### config.mk
export PLATFORM = sky130hd
export DESIGN_NAME = sample_variance_accumulator_core
export DESIGN_NICKNAME = d
export VERILOG_FILES = /design/src/sv/sva_pkg.sv /design/src/sv/sample_variance_accumulator_core.sv
export SDC_FILE = /design/constraint.sdc
export NUM_CORES = 2
export LEC_CHECK = 0
export BUFFER_PORTS_ARGS = -buffer_cell sky130_fd_sc_hd__buf_4
export CELL_PAD_IN_SITES_DETAIL_PLACEMENT = 1
export CELL_PAD_IN_SITES_GLOBAL_PLACEMENT = 2
export CORE_UTILIZATION = 35
export DETAILED_ROUTE_END_ITERATION = 10
export PLACE_DENSITY_LB_ADDON = 0.1
export SYNTH_ARGS = -nofsm -noshare
export SYNTH_HDL_FRONTEND = slang
export SYNTH_SLANG_ARGS = --single-unit
export TNS_END_PERCENT = 20
### constraint.sdc
create_clock -name i_clk -period 19 [get_ports i_clk]
set_input_delay 1.9 -clock i_clk [delete_from_list [all_inputs] [get_ports i_clk]]
set_output_delay 1.9 -clock i_clk [all_outputs]
set_load 0.005 [all_outputs]
### src/sv/sva_pkg.sv
// Shared types and constants for the sample variance accumulator.
`default_nettype none

package sva_pkg;

    // Field and state widths.
    localparam int SAMPLE_BITS = 16;
    localparam int COUNT_BITS  = 20;
    localparam int FRAC_BITS   = 8;
    localparam int SUMSQ_W     = 51;
    localparam int SUM_W       = 37;
    localparam int CNT_W       = COUNT_BITS + 1;
    localparam int VAR_W       = 39;

    // Shared multiplier and finalise datapath widths.
    localparam int MUL_W  = 32;
    localparam int PROD_W = 2 * MUL_W;
    localparam int NS_W   = CNT_W + SUMSQ_W;       // n * sum of squares
    localparam int ACC_W  = 2 * (SUM_W - 1) + 1;   // |sum| squared, up to 2^72
    localparam int DIFF_W = ACC_W;
    localparam int X_W    = DIFF_W + FRAC_BITS;    // scaled dividend
    localparam int DEN_W  = 2 * COUNT_BITS;        // n * (n - 1)
    localparam int ITER_W = $clog2(X_W);

    // Number of multiply steps in the finalise sequence.
    localparam int FIN_STEPS = 6;
    localparam int STEP_W    = $clog2(FIN_STEPS);

    // Input actions.
    typedef enum logic [1:0] {
        ACT_CLEAR = 2'd0,
        ACT_ADD   = 2'd1,
        ACT_MERGE = 2'd2,
        ACT_FINAL = 2'd3
    } t_action;

    // Sequencer states.
    typedef enum logic [3:0] {
        ST_IDLE,
        ST_SQUARE,
        ST_SQ_WAIT,
        ST_ACCUM,
        ST_MUL,
        ST_DRAIN,
        ST_DIFF,
        ST_DIVIDE,
        ST_EMIT
    } t_state;

    // Where a registered product goes.
    typedef enum logic [1:0] {
        DST_SQ,
        DST_NS,
        DST_MM,
        DST_DEN
    } t_dest;

    // Left shift applied to a product before it is accumulated.
    typedef enum logic [1:0] {
        SH_0,
        SH_32,
        SH_33,
        SH_64
    } t_shift;

    // Control that travels alongside a product through the multiplier register.
    typedef struct packed {
        logic   vld;
        t_dest  dest;
        t_shift shift;
        logic   clr;
    } t_mul_ctl;

endpackage

`default_nettype wire

### src/sv/sample_variance_accumulator_core.sv
// Top level of the streaming sample variance accumulator.
`default_nettype none

// The block keeps a sum of squares, a signed sum and a count, and takes one
// item at a time: o_ready is high only while the sequencer is idle. A clear
// or a null sample leaves the sequencer idle; a merge passes through the
// accumulate state, and a sample add through the square, square-wait and
// accumulate states. A finalise on fewer than two samples goes straight to
// the emit state. A finalise on two or more samples issues its multiply
// steps on the single shared 32 x 32 multiplier (n * S2, |S1|^2 and
// n * (n - 1), each product registered; the parts of n * S2 and |S1|^2 are
// accumulated and n * (n - 1) is stored as the divisor), then drains the
// product register, forms the difference, runs a restoring divider that
// retires one quotient bit per cycle, and loads the output register. A
// finished result is held in an output register, so the next item may be
// accepted while it waits to be taken; a finalise that finds that register
// still full waits until it is taken. An add or merge that would overflow
// the count or either sum is dropped and flagged on the next result.
module sample_variance_accumulator_core (
    input  wire logic                                 i_clk,
    input  wire logic                                 i_rst_n,
    input  wire logic                                 i_valid,
    output      logic                                 o_ready,
    input  wire logic [1:0]                           i_action,
    input  wire logic signed [sva_pkg::SAMPLE_BITS-1:0] i_sample,
    input  wire logic                                 i_sample_null,
    input  wire logic [sva_pkg::SUMSQ_W-1:0]          i_partial_sum_sq,
    input  wire logic signed [sva_pkg::SUM_W-1:0]     i_partial_sum,
    input  wire logic [sva_pkg::CNT_W-1:0]            i_partial_count,
    output      logic                                 o_valid,
    input  wire logic                                 i_ready,
    output      logic [sva_pkg::VAR_W-1:0]            o_variance_q8,
    output      logic                                 o_result_null,
    output      logic                                 o_count_overflow
);

    localparam int SAMPLE_BITS = sva_pkg::SAMPLE_BITS;
    localparam int SUMSQ_W     = sva_pkg::SUMSQ_W;
    localparam int SUM_W       = sva_pkg::SUM_W;
    localparam int CNT_W       = sva_pkg::CNT_W;
    localparam int VAR_W       = sva_pkg::VAR_W;
    localparam int MUL_W       = sva_pkg::MUL_W;
    localparam int PROD_W      = sva_pkg::PROD_W;
    localparam int NS_W        = sva_pkg::NS_W;
    localparam int ACC_W       = sva_pkg::ACC_W;
    localparam int DIFF_W      = sva_pkg::DIFF_W;
    localparam int X_W         = sva_pkg::X_W;
    localparam int DEN_W       = sva_pkg::DEN_W;
    localparam int ITER_W      = sva_pkg::ITER_W;
    localparam int STEP_W      = sva_pkg::STEP_W;
    localparam int MAG_W       = SAMPLE_BITS + 1;

    localparam logic [CNT_W-1:0]  COUNT_LIMIT = CNT_W'(1) << sva_pkg::COUNT_BITS;
    localparam logic [STEP_W-1:0] LAST_STEP   = STEP_W'(sva_pkg::FIN_STEPS - 1);
    localparam logic [ITER_W-1:0] LAST_ITER   = ITER_W'(X_W - 1);

    // Architectural accumulator state.
    logic [SUMSQ_W-1:0] r_sq;
    logic [SUM_W-1:0]   r_s;
    logic [CNT_W-1:0]   r_n;
    logic               r_ovf_seen;

    // Operands of a pending add or merge.
    logic [SUMSQ_W-1:0] r_in_sq;
    logic [SUM_W-1:0]   r_in_s;
    logic [CNT_W-1:0]   r_in_n;

    // Finalise datapath.
    logic [SUM_W-1:0]   r_mag;
    logic [NS_W-1:0]    r_ns;
    logic [ACC_W-1:0]   r_mm;
    logic [DEN_W-1:0]   r_den;
    logic [X_W-1:0]     r_x;
    logic [DEN_W-1:0]   r_rem;
    logic [ITER_W-1:0]  r_iter;
    logic [STEP_W-1:0]  r_step;
    logic               r_res_null;
    logic               r_res_ovf;

    // Shared multiplier pipeline register.
    logic [PROD_W-1:0]  r_prod;
    sva_pkg::t_mul_ctl  r_ctl;

    // Output register.
    logic               r_out_valid;
    logic [VAR_W-1:0]   r_out_var;
    logic               r_out_null;
    logic               r_out_ovf;

    sva_pkg::t_state    r_state;
    sva_pkg::t_state    n_state;

    logic               in_xfer;
    logic               emit_go;
    sva_pkg::t_action   act;
    sva_pkg::t_mul_ctl  issue_ctl;
    logic [MUL_W-1:0]   mul_a;
    logic [MUL_W-1:0]   mul_b;

    assign act     = sva_pkg::t_action'(i_action);
    assign in_xfer = i_valid && o_ready;
    assign emit_go = !r_out_valid || i_ready;

    // Next-state logic of the sequencer.
    always_comb begin
        n_state = r_state;
        unique case (r_state)
            sva_pkg::ST_IDLE: begin
                if (in_xfer) begin
                    unique case (act)
                        sva_pkg::ACT_CLEAR: n_state = sva_pkg::ST_IDLE;
                        sva_pkg::ACT_ADD:
                            n_state = i_sample_null ? sva_pkg::ST_IDLE : sva_pkg::ST_SQUARE;
                        sva_pkg::ACT_MERGE: n_state = sva_pkg::ST_ACCUM;
                        sva_pkg::ACT_FINAL: begin
                            if (r_n > CNT_W'(1)) begin
                                n_state = sva_pkg::ST_MUL;
                            end else begin
                                n_state = sva_pkg::ST_EMIT;
                            end
                        end
                    endcase
                end
            end
            sva_pkg::ST_SQUARE:  n_state = sva_pkg::ST_SQ_WAIT;
            sva_pkg::ST_SQ_WAIT: n_state = sva_pkg::ST_ACCUM;
            sva_pkg::ST_ACCUM:   n_state = sva_pkg::ST_IDLE;
            sva_pkg::ST_MUL: begin
                if (r_step == LAST_STEP) begin
                    n_state = sva_pkg::ST_DRAIN;
                end
            end
            sva_pkg::ST_DRAIN:   n_state = sva_pkg::ST_DIFF;
            sva_pkg::ST_DIFF:    n_state = sva_pkg::ST_DIVIDE;
            sva_pkg::ST_DIVIDE: begin
                if (r_iter == LAST_ITER) begin
                    n_state = sva_pkg::ST_EMIT;
                end
            end
            sva_pkg::ST_EMIT: begin
                if (emit_go) begin
                    n_state = sva_pkg::ST_IDLE;
                end
            end
            default: n_state = sva_pkg::ST_IDLE;
        endcase
    end

    // Sequencer outputs: input handshake and multiplier issue.
    always_comb begin
        o_ready         = 1'b0;
        issue_ctl       = '0;
        issue_ctl.dest  = sva_pkg::DST_SQ;
        issue_ctl.shift = sva_pkg::SH_0;
        mul_a           = '0;
        mul_b           = '0;
        unique case (r_state)
            sva_pkg::ST_IDLE: o_ready = 1'b1;
            sva_pkg::ST_SQUARE: begin
                issue_ctl.vld = 1'b1;
                issue_ctl.dest = sva_pkg::DST_SQ;
                mul_a = r_mag[MUL_W-1:0];
                mul_b = r_mag[MUL_W-1:0];
            end
            sva_pkg::ST_MUL: begin
                issue_ctl.vld = 1'b1;
                unique case (r_step)
                    STEP_W'(0): begin
                        issue_ctl.dest = sva_pkg::DST_NS;
                        issue_ctl.clr  = 1'b1;
                        mul_a = MUL_W'(r_n);
                        mul_b = r_sq[MUL_W-1:0];
                    end
                    STEP_W'(1): begin
                        issue_ctl.dest  = sva_pkg::DST_NS;
                        issue_ctl.shift = sva_pkg::SH_32;
                        mul_a = MUL_W'(r_n);
                        mul_b = MUL_W'(r_sq[SUMSQ_W-1:MUL_W]);
                    end
                    STEP_W'(2): begin
                        issue_ctl.dest = sva_pkg::DST_MM;
                        issue_ctl.clr  = 1'b1;
                        mul_a = r_mag[MUL_W-1:0];
                        mul_b = r_mag[MUL_W-1:0];
                    end
                    STEP_W'(3): begin
                        // Cross term counts twice, hence one extra bit of shift.
                        issue_ctl.dest  = sva_pkg::DST_MM;
                        issue_ctl.shift = sva_pkg::SH_33;
                        mul_a = r_mag[MUL_W-1:0];
                        mul_b = MUL_W'(r_mag[SUM_W-1:MUL_W]);
                    end
                    STEP_W'(4): begin
                        issue_ctl.dest  = sva_pkg::DST_MM;
                        issue_ctl.shift = sva_pkg::SH_64;
                        mul_a = MUL_W'(r_mag[SUM_W-1:MUL_W]);
                        mul_b = MUL_W'(r_mag[SUM_W-1:MUL_W]);
                    end
                    default: begin
                        issue_ctl.dest = sva_pkg::DST_DEN;
                        mul_a = MUL_W'(r_n);
                        mul_b = MUL_W'(r_n - CNT_W'(1));
                    end
                endcase
            end
            default: o_ready = 1'b0;
        endcase
    end

    always_ff @(posedge i_clk) begin
        if (!i_rst_n) begin
            r_state <= sva_pkg::ST_IDLE;
        end else begin
            r_state <= n_state;
        end
    end

    // Shared multiplier with its product register.
    always_ff @(posedge i_clk) begin
        r_prod <= PROD_W'(mul_a) * PROD_W'(mul_b);
        if (!i_rst_n) begin
            r_ctl <= '0;
        end else begin
            r_ctl <= issue_ctl;
        end
    end

    // Accumulation of registered products.
    logic [ACC_W-1:0] addend;
    logic [ACC_W-1:0] acc_base;
    logic [ACC_W-1:0] acc_sum;

    always_comb begin
        unique case (r_ctl.shift)
            sva_pkg::SH_0:  addend = ACC_W'(r_prod);
            sva_pkg::SH_32: addend = ACC_W'(r_prod) << 32;
            sva_pkg::SH_33: addend = ACC_W'(r_prod) << 33;
            sva_pkg::SH_64: addend = ACC_W'(r_prod) << 64;
            default:        addend = ACC_W'(r_prod);
        endcase
        if (r_ctl.clr) begin
            acc_base = '0;
        end else if (r_ctl.dest == sva_pkg::DST_NS) begin
            acc_base = ACC_W'(r_ns);
        end else begin
            acc_base = r_mm;
        end
        acc_sum = acc_base + addend;
    end

    always_ff @(posedge i_clk) begin
        if (r_ctl.vld) begin
            unique case (r_ctl.dest)
                sva_pkg::DST_NS:  r_ns  <= acc_sum[NS_W-1:0];
                sva_pkg::DST_MM:  r_mm  <= acc_sum;
                sva_pkg::DST_DEN: r_den <= r_prod[DEN_W-1:0];
                default: ;
            endcase
        end
    end

    // Candidate sums of an add or merge, with their range checks.
    logic [SUMSQ_W:0] new_sq;
    logic [SUM_W:0]   new_s;
    logic [CNT_W:0]   new_n;
    logic             acc_ovf;

    always_comb begin
        new_sq  = {1'b0, r_sq} + {1'b0, r_in_sq};
        new_s   = {r_s[SUM_W-1], r_s} + {r_in_s[SUM_W-1], r_in_s};
        new_n   = {1'b0, r_n} + {1'b0, r_in_n};
        acc_ovf = new_sq[SUMSQ_W] || (new_s[SUM_W] != new_s[SUM_W-1]) ||
                  (new_n > {1'b0, COUNT_LIMIT});
    end

    // Magnitudes of the incoming sample and of the running sum.
    logic [MAG_W-1:0] samp_ext;
    logic [MAG_W-1:0] samp_mag;
    logic [SUM_W-1:0] sum_mag;

    always_comb begin
        samp_ext = {i_sample[SAMPLE_BITS-1], i_sample};
        samp_mag = samp_ext[MAG_W-1] ? (MAG_W'(0) - samp_ext) : samp_ext;
        sum_mag  = r_s[SUM_W-1] ? (SUM_W'(0) - r_s) : r_s;
    end

    // Accumulator state and operand capture.
    always_ff @(posedge i_clk) begin
        if (!i_rst_n) begin
            r_sq       <= '0;
            r_s        <= '0;
            r_n        <= '0;
            r_ovf_seen <= 1'b0;
        end else if (in_xfer && act == sva_pkg::ACT_CLEAR) begin
            r_sq       <= '0;
            r_s        <= '0;
            r_n        <= '0;
            r_ovf_seen <= 1'b0;
        end else if (r_state == sva_pkg::ST_ACCUM) begin
            if (acc_ovf) begin
                r_ovf_seen <= 1'b1;
            end else begin
                r_sq <= new_sq[SUMSQ_W-1:0];
                r_s  <= new_s[SUM_W-1:0];
                r_n  <= new_n[CNT_W-1:0];
            end
        end
    end

    always_ff @(posedge i_clk) begin
        if (in_xfer && act == sva_pkg::ACT_MERGE) begin
            r_in_sq <= i_partial_sum_sq;
            r_in_s  <= i_partial_sum;
            r_in_n  <= i_partial_count;
        end else if (in_xfer && act == sva_pkg::ACT_ADD) begin
            r_in_s  <= {{(SUM_W-SAMPLE_BITS){i_sample[SAMPLE_BITS-1]}}, i_sample};
            r_in_n  <= CNT_W'(1);
            r_mag   <= SUM_W'(samp_mag);
        end else if (r_ctl.vld && r_ctl.dest == sva_pkg::DST_SQ) begin
            r_in_sq <= r_prod[SUMSQ_W-1:0];
        end else if (in_xfer && act == sva_pkg::ACT_FINAL) begin
            r_mag   <= sum_mag;
        end
    end

    // Finalise flags, captured when the finalise item is taken.
    always_ff @(posedge i_clk) begin
        if (in_xfer && act == sva_pkg::ACT_FINAL) begin
            r_res_null <= (r_n == '0);
            r_res_ovf  <= r_ovf_seen;
        end
    end

    always_ff @(posedge i_clk) begin
        if (!i_rst_n) begin
            r_step <= '0;
        end else if (r_state == sva_pkg::ST_MUL) begin
            r_step <= r_step + STEP_W'(1);
        end else begin
            r_step <= '0;
        end
    end

    // Magnitude of n * S2 - S1^2, both differences formed in parallel.
    logic [DIFF_W:0] d_mn;
    logic [DIFF_W:0] d_nm;
    logic [DIFF_W-1:0] diff;

    always_comb begin
        d_mn = {1'b0, r_mm} - (DIFF_W+1)'(r_ns);
        d_nm = (DIFF_W+1)'(r_ns) - {1'b0, r_mm};
        diff = d_mn[DIFF_W] ? d_nm[DIFF_W-1:0] : d_mn[DIFF_W-1:0];
    end

    // Restoring divider: one quotient bit per cycle, shifted into r_x.
    logic [DEN_W:0] rem_sh;
    logic           q_bit;
    logic [DEN_W:0] rem_sub;

    always_comb begin
        rem_sh  = {r_rem, r_x[X_W-1]};
        q_bit   = (rem_sh >= {1'b0, r_den});
        rem_sub = rem_sh - {1'b0, r_den};
    end

    always_ff @(posedge i_clk) begin
        if (in_xfer && act == sva_pkg::ACT_FINAL) begin
            r_x <= '0;
        end else if (r_state == sva_pkg::ST_DIFF) begin
            r_x   <= {diff, {sva_pkg::FRAC_BITS{1'b0}}};
            r_rem <= '0;
        end else if (r_state == sva_pkg::ST_DIVIDE) begin
            r_x   <= {r_x[X_W-2:0], q_bit};
            r_rem <= q_bit ? rem_sub[DEN_W-1:0] : rem_sh[DEN_W-1:0];
        end
    end

    always_ff @(posedge i_clk) begin
        if (!i_rst_n) begin
            r_iter <= '0;
        end else if (r_state == sva_pkg::ST_DIVIDE) begin
            r_iter <= r_iter + ITER_W'(1);
        end else begin
            r_iter <= '0;
        end
    end

    // Quotient saturated to the result width.
    logic [VAR_W-1:0] var_sat;

    assign var_sat = (|r_x[X_W-1:VAR_W]) ? {VAR_W{1'b1}} : r_x[VAR_W-1:0];

    // Output register: loaded when the result may move on, cleared on transfer.
    always_ff @(posedge i_clk) begin
        if (!i_rst_n) begin
            r_out_valid <= 1'b0;
        end else if (r_state == sva_pkg::ST_EMIT && emit_go) begin
            r_out_valid <= 1'b1;
        end else if (i_ready) begin
            r_out_valid <= 1'b0;
        end
    end

    always_ff @(posedge i_clk) begin
        if (r_state == sva_pkg::ST_EMIT && emit_go) begin
            r_out_var  <= var_sat;
            r_out_null <= r_res_null;
            r_out_ovf  <= r_res_ovf;
        end
    end

    assign o_valid          = r_out_valid;
    assign o_variance_q8    = r_out_var;
    assign o_result_null    = r_out_null;
    assign o_count_overflow = r_out_ovf;

endmodule

`default_nettype wire
==> results_dict.tcl <==
set metrics [dict create \
    grt_antenna_before_repair 19 \
    critical_path_class "flip-flop to flip-flop" \
    dr_total_vias 69736 \
    synth_edf_count 414 \
    die_outline_height_um 487 \
    hold_end "o_count_overflow$_DFFE_PP_" \
    power.density_cell_area_nw_per_um2 49.2 \
    proportion_of_synthesized_area_in_mux_cells_pct 1.77 \
    floorplan.initialDensity_pct 35.3 \
    totalPowerFinal_mw 4.43 \
    synth_fa_ha_area_share_pct 31.7 \
    synth_area_leader_cell "fa_1" \
    dpl_worst_slack_ns 8.11 \
    crit_buf_inv 6 \
    ys_dominant_reg_cell "edfxtp_1" \
    ctsResizeCount 0 \
    detailedRoute.firstPassIterationCount 8 \
    wirelength_um 345000 \
    drt_first_iter_violations 4658 \
    final_critical_path_setup_slack_ns 8.00 \
    postPlaceCellArea_um2 86900 \
    flow.area_growth_from_synthesis_pct 9.37 \
    rsz0062_at_grt "no" \
    worst-endpoint-arrival_ns 11.56 \
    maxSlewHeadroom_pct 12.4 \
    routed_via_density 5.51 \
    post_synth_main_area_contributors "fa_1, edfxtp_1, ha_1" \
    global_route_wire_length_before_repair_um 506000 \
    ff2ff_path_depth 34 \
    cp-start-kind "flip-flop" \
    synth-seq-area-share_pct 21.8 \
    setup.reg_to_reg.worst_slack_ns 8.00 \
    hold_viol 0 \
    htree_levels 3 \
    power.ir.vdd_worst_uv 74.1 \
    outcome "completed" \
    compound_cell_area_share_of_the_yosys_netlist_pct 17.2 \
    crit-reg2reg-capture "r_prod[59]$_DFF_P_" \
    worstReg2RegStart "r_step[2]$_SDFF_PN0_" \
    clkLatencyLatePin_ns 0.76 \
    critPathCaptureType "flip-flop" \
    number_of_buffer_cells_added_on_primary_ports 174 \
    routed_wire_length_per_instance_um 27.3 \
    tritoncts "done" \
    critPathMaxStageDelay_ns 0.84 \
    timing.critical_path.mode_cell "fa_1" \
    fin_area_um2 90000 \
    syn-mean-instance-area_um2 8.62 \
    slew_viol_final 0 \
    clock_input_transition_at_the_sequential_cells_of_the_worst_setup_and_hold_paths_ns 0.06 \
    hold_path_class "flip-flop to flip-flop" \
    postRouteAntennaNets 0 \
    gp_congestion 0.976 \
    netlist_top_cells_count "inv_1, nand2_1, fa_1" \
    final-setup-viol-count 0 \
    crit_fanout 20 \
    final_net_count 11117 \
    post_synth_design_cell_area_um2 82300 \
    transition_time_at_the_pin_with_the_least_slew_margin_ns 1.30 \
    crit_path_top_delay_cell "o21a_1" \
    worst_hold_launch "r_res_ovf$_DFFE_PP_" \
    crit_required_ns 19.56 \
    die_footprint_um2 237000 \
    synth_simple_gate_area_share_pct 14.7 \
    first_global_vias 74187 \
    core_region_area_um2 233000 \
    fillerInstances 27227 \
    synth_top_cell_area_share_pct 22.0 \
    die_x_um 487 \
    number_of_buffers_inserted_during_clock_tree_synthesis 89 \
    layout_min_cycle_time_ns 11.00 \
    min_path_cells 0 \
    buffer_count_from_post_cts_setup_fixing 0 \
    number_of_instances_in_the_placed_design 12483 \
    drive_above_1_share_pct 7.07 \
    pin_count 175 \
    setup-tns-final_ns 0 \
    synthMostInstantiatedCell "inv_1" \
    clock_skew_ns 0.0837 \
    xor_xnor_share_of_the_synthesized_area_pct 4.29 \
    synthesis.nets 11215 \
    critical_path.top_delay_family "adder cells" \
    min_period_over_period_pct 57.9 \
    remaining_overflow_grt 0 \
    cts_root_buffer "clkbuf_16" \
    fp-row-count 177 \
    synth.yosys.warnings 0 \
    synth-seq-cells 690 \
    grt_start_max_net_pins 70 \
    synth_top_family_by_area "adder cells" \
    syn_inst 9540 \
    grtUsageTotal_pct 28.9 \
    finalNonFillerCells 12654 \
    drt_drc 0 \
    ys_types 102 \
    timing.max_cap.violations 0 \
    synth_async_sr_flop_share_pct 0 \
    cts_hold_buffers 0 \
    top_achievable_clock_speed_mhz 90.9 \
    clockBufferDepth 3 \
    hpwlAfterDp_um 274000 \
    clock_sink_count 690 \
    p_leak_nw 41.7 \
]
[worst max path at each step]
| stage | start | endpoint | slack (ns) | cells after the start |
|---|---|---|---|---|
| floorplan | r_step[2]$_SDFF_PN0_ | r_prod[62]$_DFF_P_ | 9.34 | 37 |
| detailed placement | r_step[2]$_SDFF_PN0_ | r_prod[61]$_DFF_P_ | 8.11 | 36 |
| CTS | r_step[2]$_SDFF_PN0_ | r_prod[59]$_DFF_P_ | 8.03 | 34 |
| finish | r_step[2]$_SDFF_PN0_ | r_prod[59]$_DFF_P_ | 8.00 | 34 |
| global route | r_step[2]$_SDFF_PN0_ | r_prod[61]$_DFF_P_ | 7.46 | 36 |
| global placement | r_step[2]$_SDFF_PN0_ | r_prod[59]$_DFF_P_ | 8.24 | 35 |
[power breakdown]
part | total [mW] | internal [mW] | switching, mW
Sequential | 1.78 | 1.69 | 0.0964
Clock | 1.80 | 1.04 | 0.761
Combinational | 0.850 | 0.270 | 0.580
Total | 4.43 | 2.99 | 1.44
[cells by family after synthesis]
logic type      after synthesis
buf+inv                    1831
compound gates             2227
xor+xnor                    401
simple gates               2711
flops                       690
fa+ha+maj                  1543
mux                         137
[cells in the final DEF (no fill, tap or decap), types with 20 or more instances in the layout]
cell type | Yosys | routed
xnor2_1 | 234 | 234
o31ai_1 | 66 | 66
o211ai_1 | 58 | 58
clkbuf_1 | 439 | 21
o22ai_1 | 71 | 70
ha_1 | 640 | 640
a21oi_1 | 717 | 713
dfxtp_1 | 276 | 273
a22o_1 | 25 | 25
or3_1 | 24 | 23
nand3_1 | 157 | 156
fa_1 | 903 | 903
nand3b_1 | 21 | 21
o21ai_1 | 35 | 22
a221oi_1 | 22 | 22
nor2_1 | 633 | 625
nand2b_1 | 94 | 92
a21o_1 | 302 | 301
and2_1 | 121 | 119
and3_1 | 40 | 38
a21boi_0 | 20 | 20
clkbuf_16 | 0 | 90
nand2_1 | 1273 | 1272
o21bai_1 | 78 | 78
nor2b_1 | 74 | 71
nand4_1 | 95 | 95
a22oi_1 | 98 | 94
xor2_1 | 165 | 165
nor4_1 | 48 | 48
mux2i_1 | 70 | 70
nor3_1 | 61 | 58
o21ai_0 | 393 | 391
edfxtp_1 | 414 | 414
mux2_2 | 67 | 67
a211oi_1 | 53 | 53
inv_1 | 1305 | 1304
a31oi_1 | 49 | 49
buf_4 | 9 | 336
o21a_1 | 65 | 64
[flip-flops by register name, summed over array words and instances (netlist names), 7 cells and up]
name	flops
r_mag	37
r_iter	7
r_sq	51
r_in_s	37
r_s	37
r_mm	73
r_x	81
o_variance_q8	39
r_in_sq	51
r_n	21
r_ns	72
r_den	40
r_prod	64
r_rem	40
r_in_n	21
[per-layer routing]
metal / routed length (um) / up-vias / global-route usage, % / part of all wire [%]
met4: 18400 / 6 / 13.2 / 5.3
met5: 41 / - / 0 / 0.012
met1: 149000 / 35984 / 36.8 / 43
met2: 164000 / 1572 / 49.1 / 47
li1: - / 31651 / - / -
met3: 13800 / 523 / 3.05 / 4.0
[through the flow]
step                      hold slack [ns]  utilization (%)
after floorplan                     0.400                -
after global placement              0.410             37.3
after detailed placement            0.410             37.3
after CTS                           0.424             38.6
after global routing                0.442             38.6
final                               0.421             38.6
[cell type report]
class	count	area, um^2	share of cell area (%)
Multi-Input combinational cell	7019	57600	64.0
Clock inverter	52	668	0.743
Inverter	1306	4900	5.45
Sequential cell	690	18000	20.0
Antenna cell	4	10.0	0.0111
Timing Repair Buffer	336	2520	2.80
Clock buffer	115	2390	2.65
Tap cell	3132	3920	4.36
Note: power is estimated with default switching activity, not from simulation.
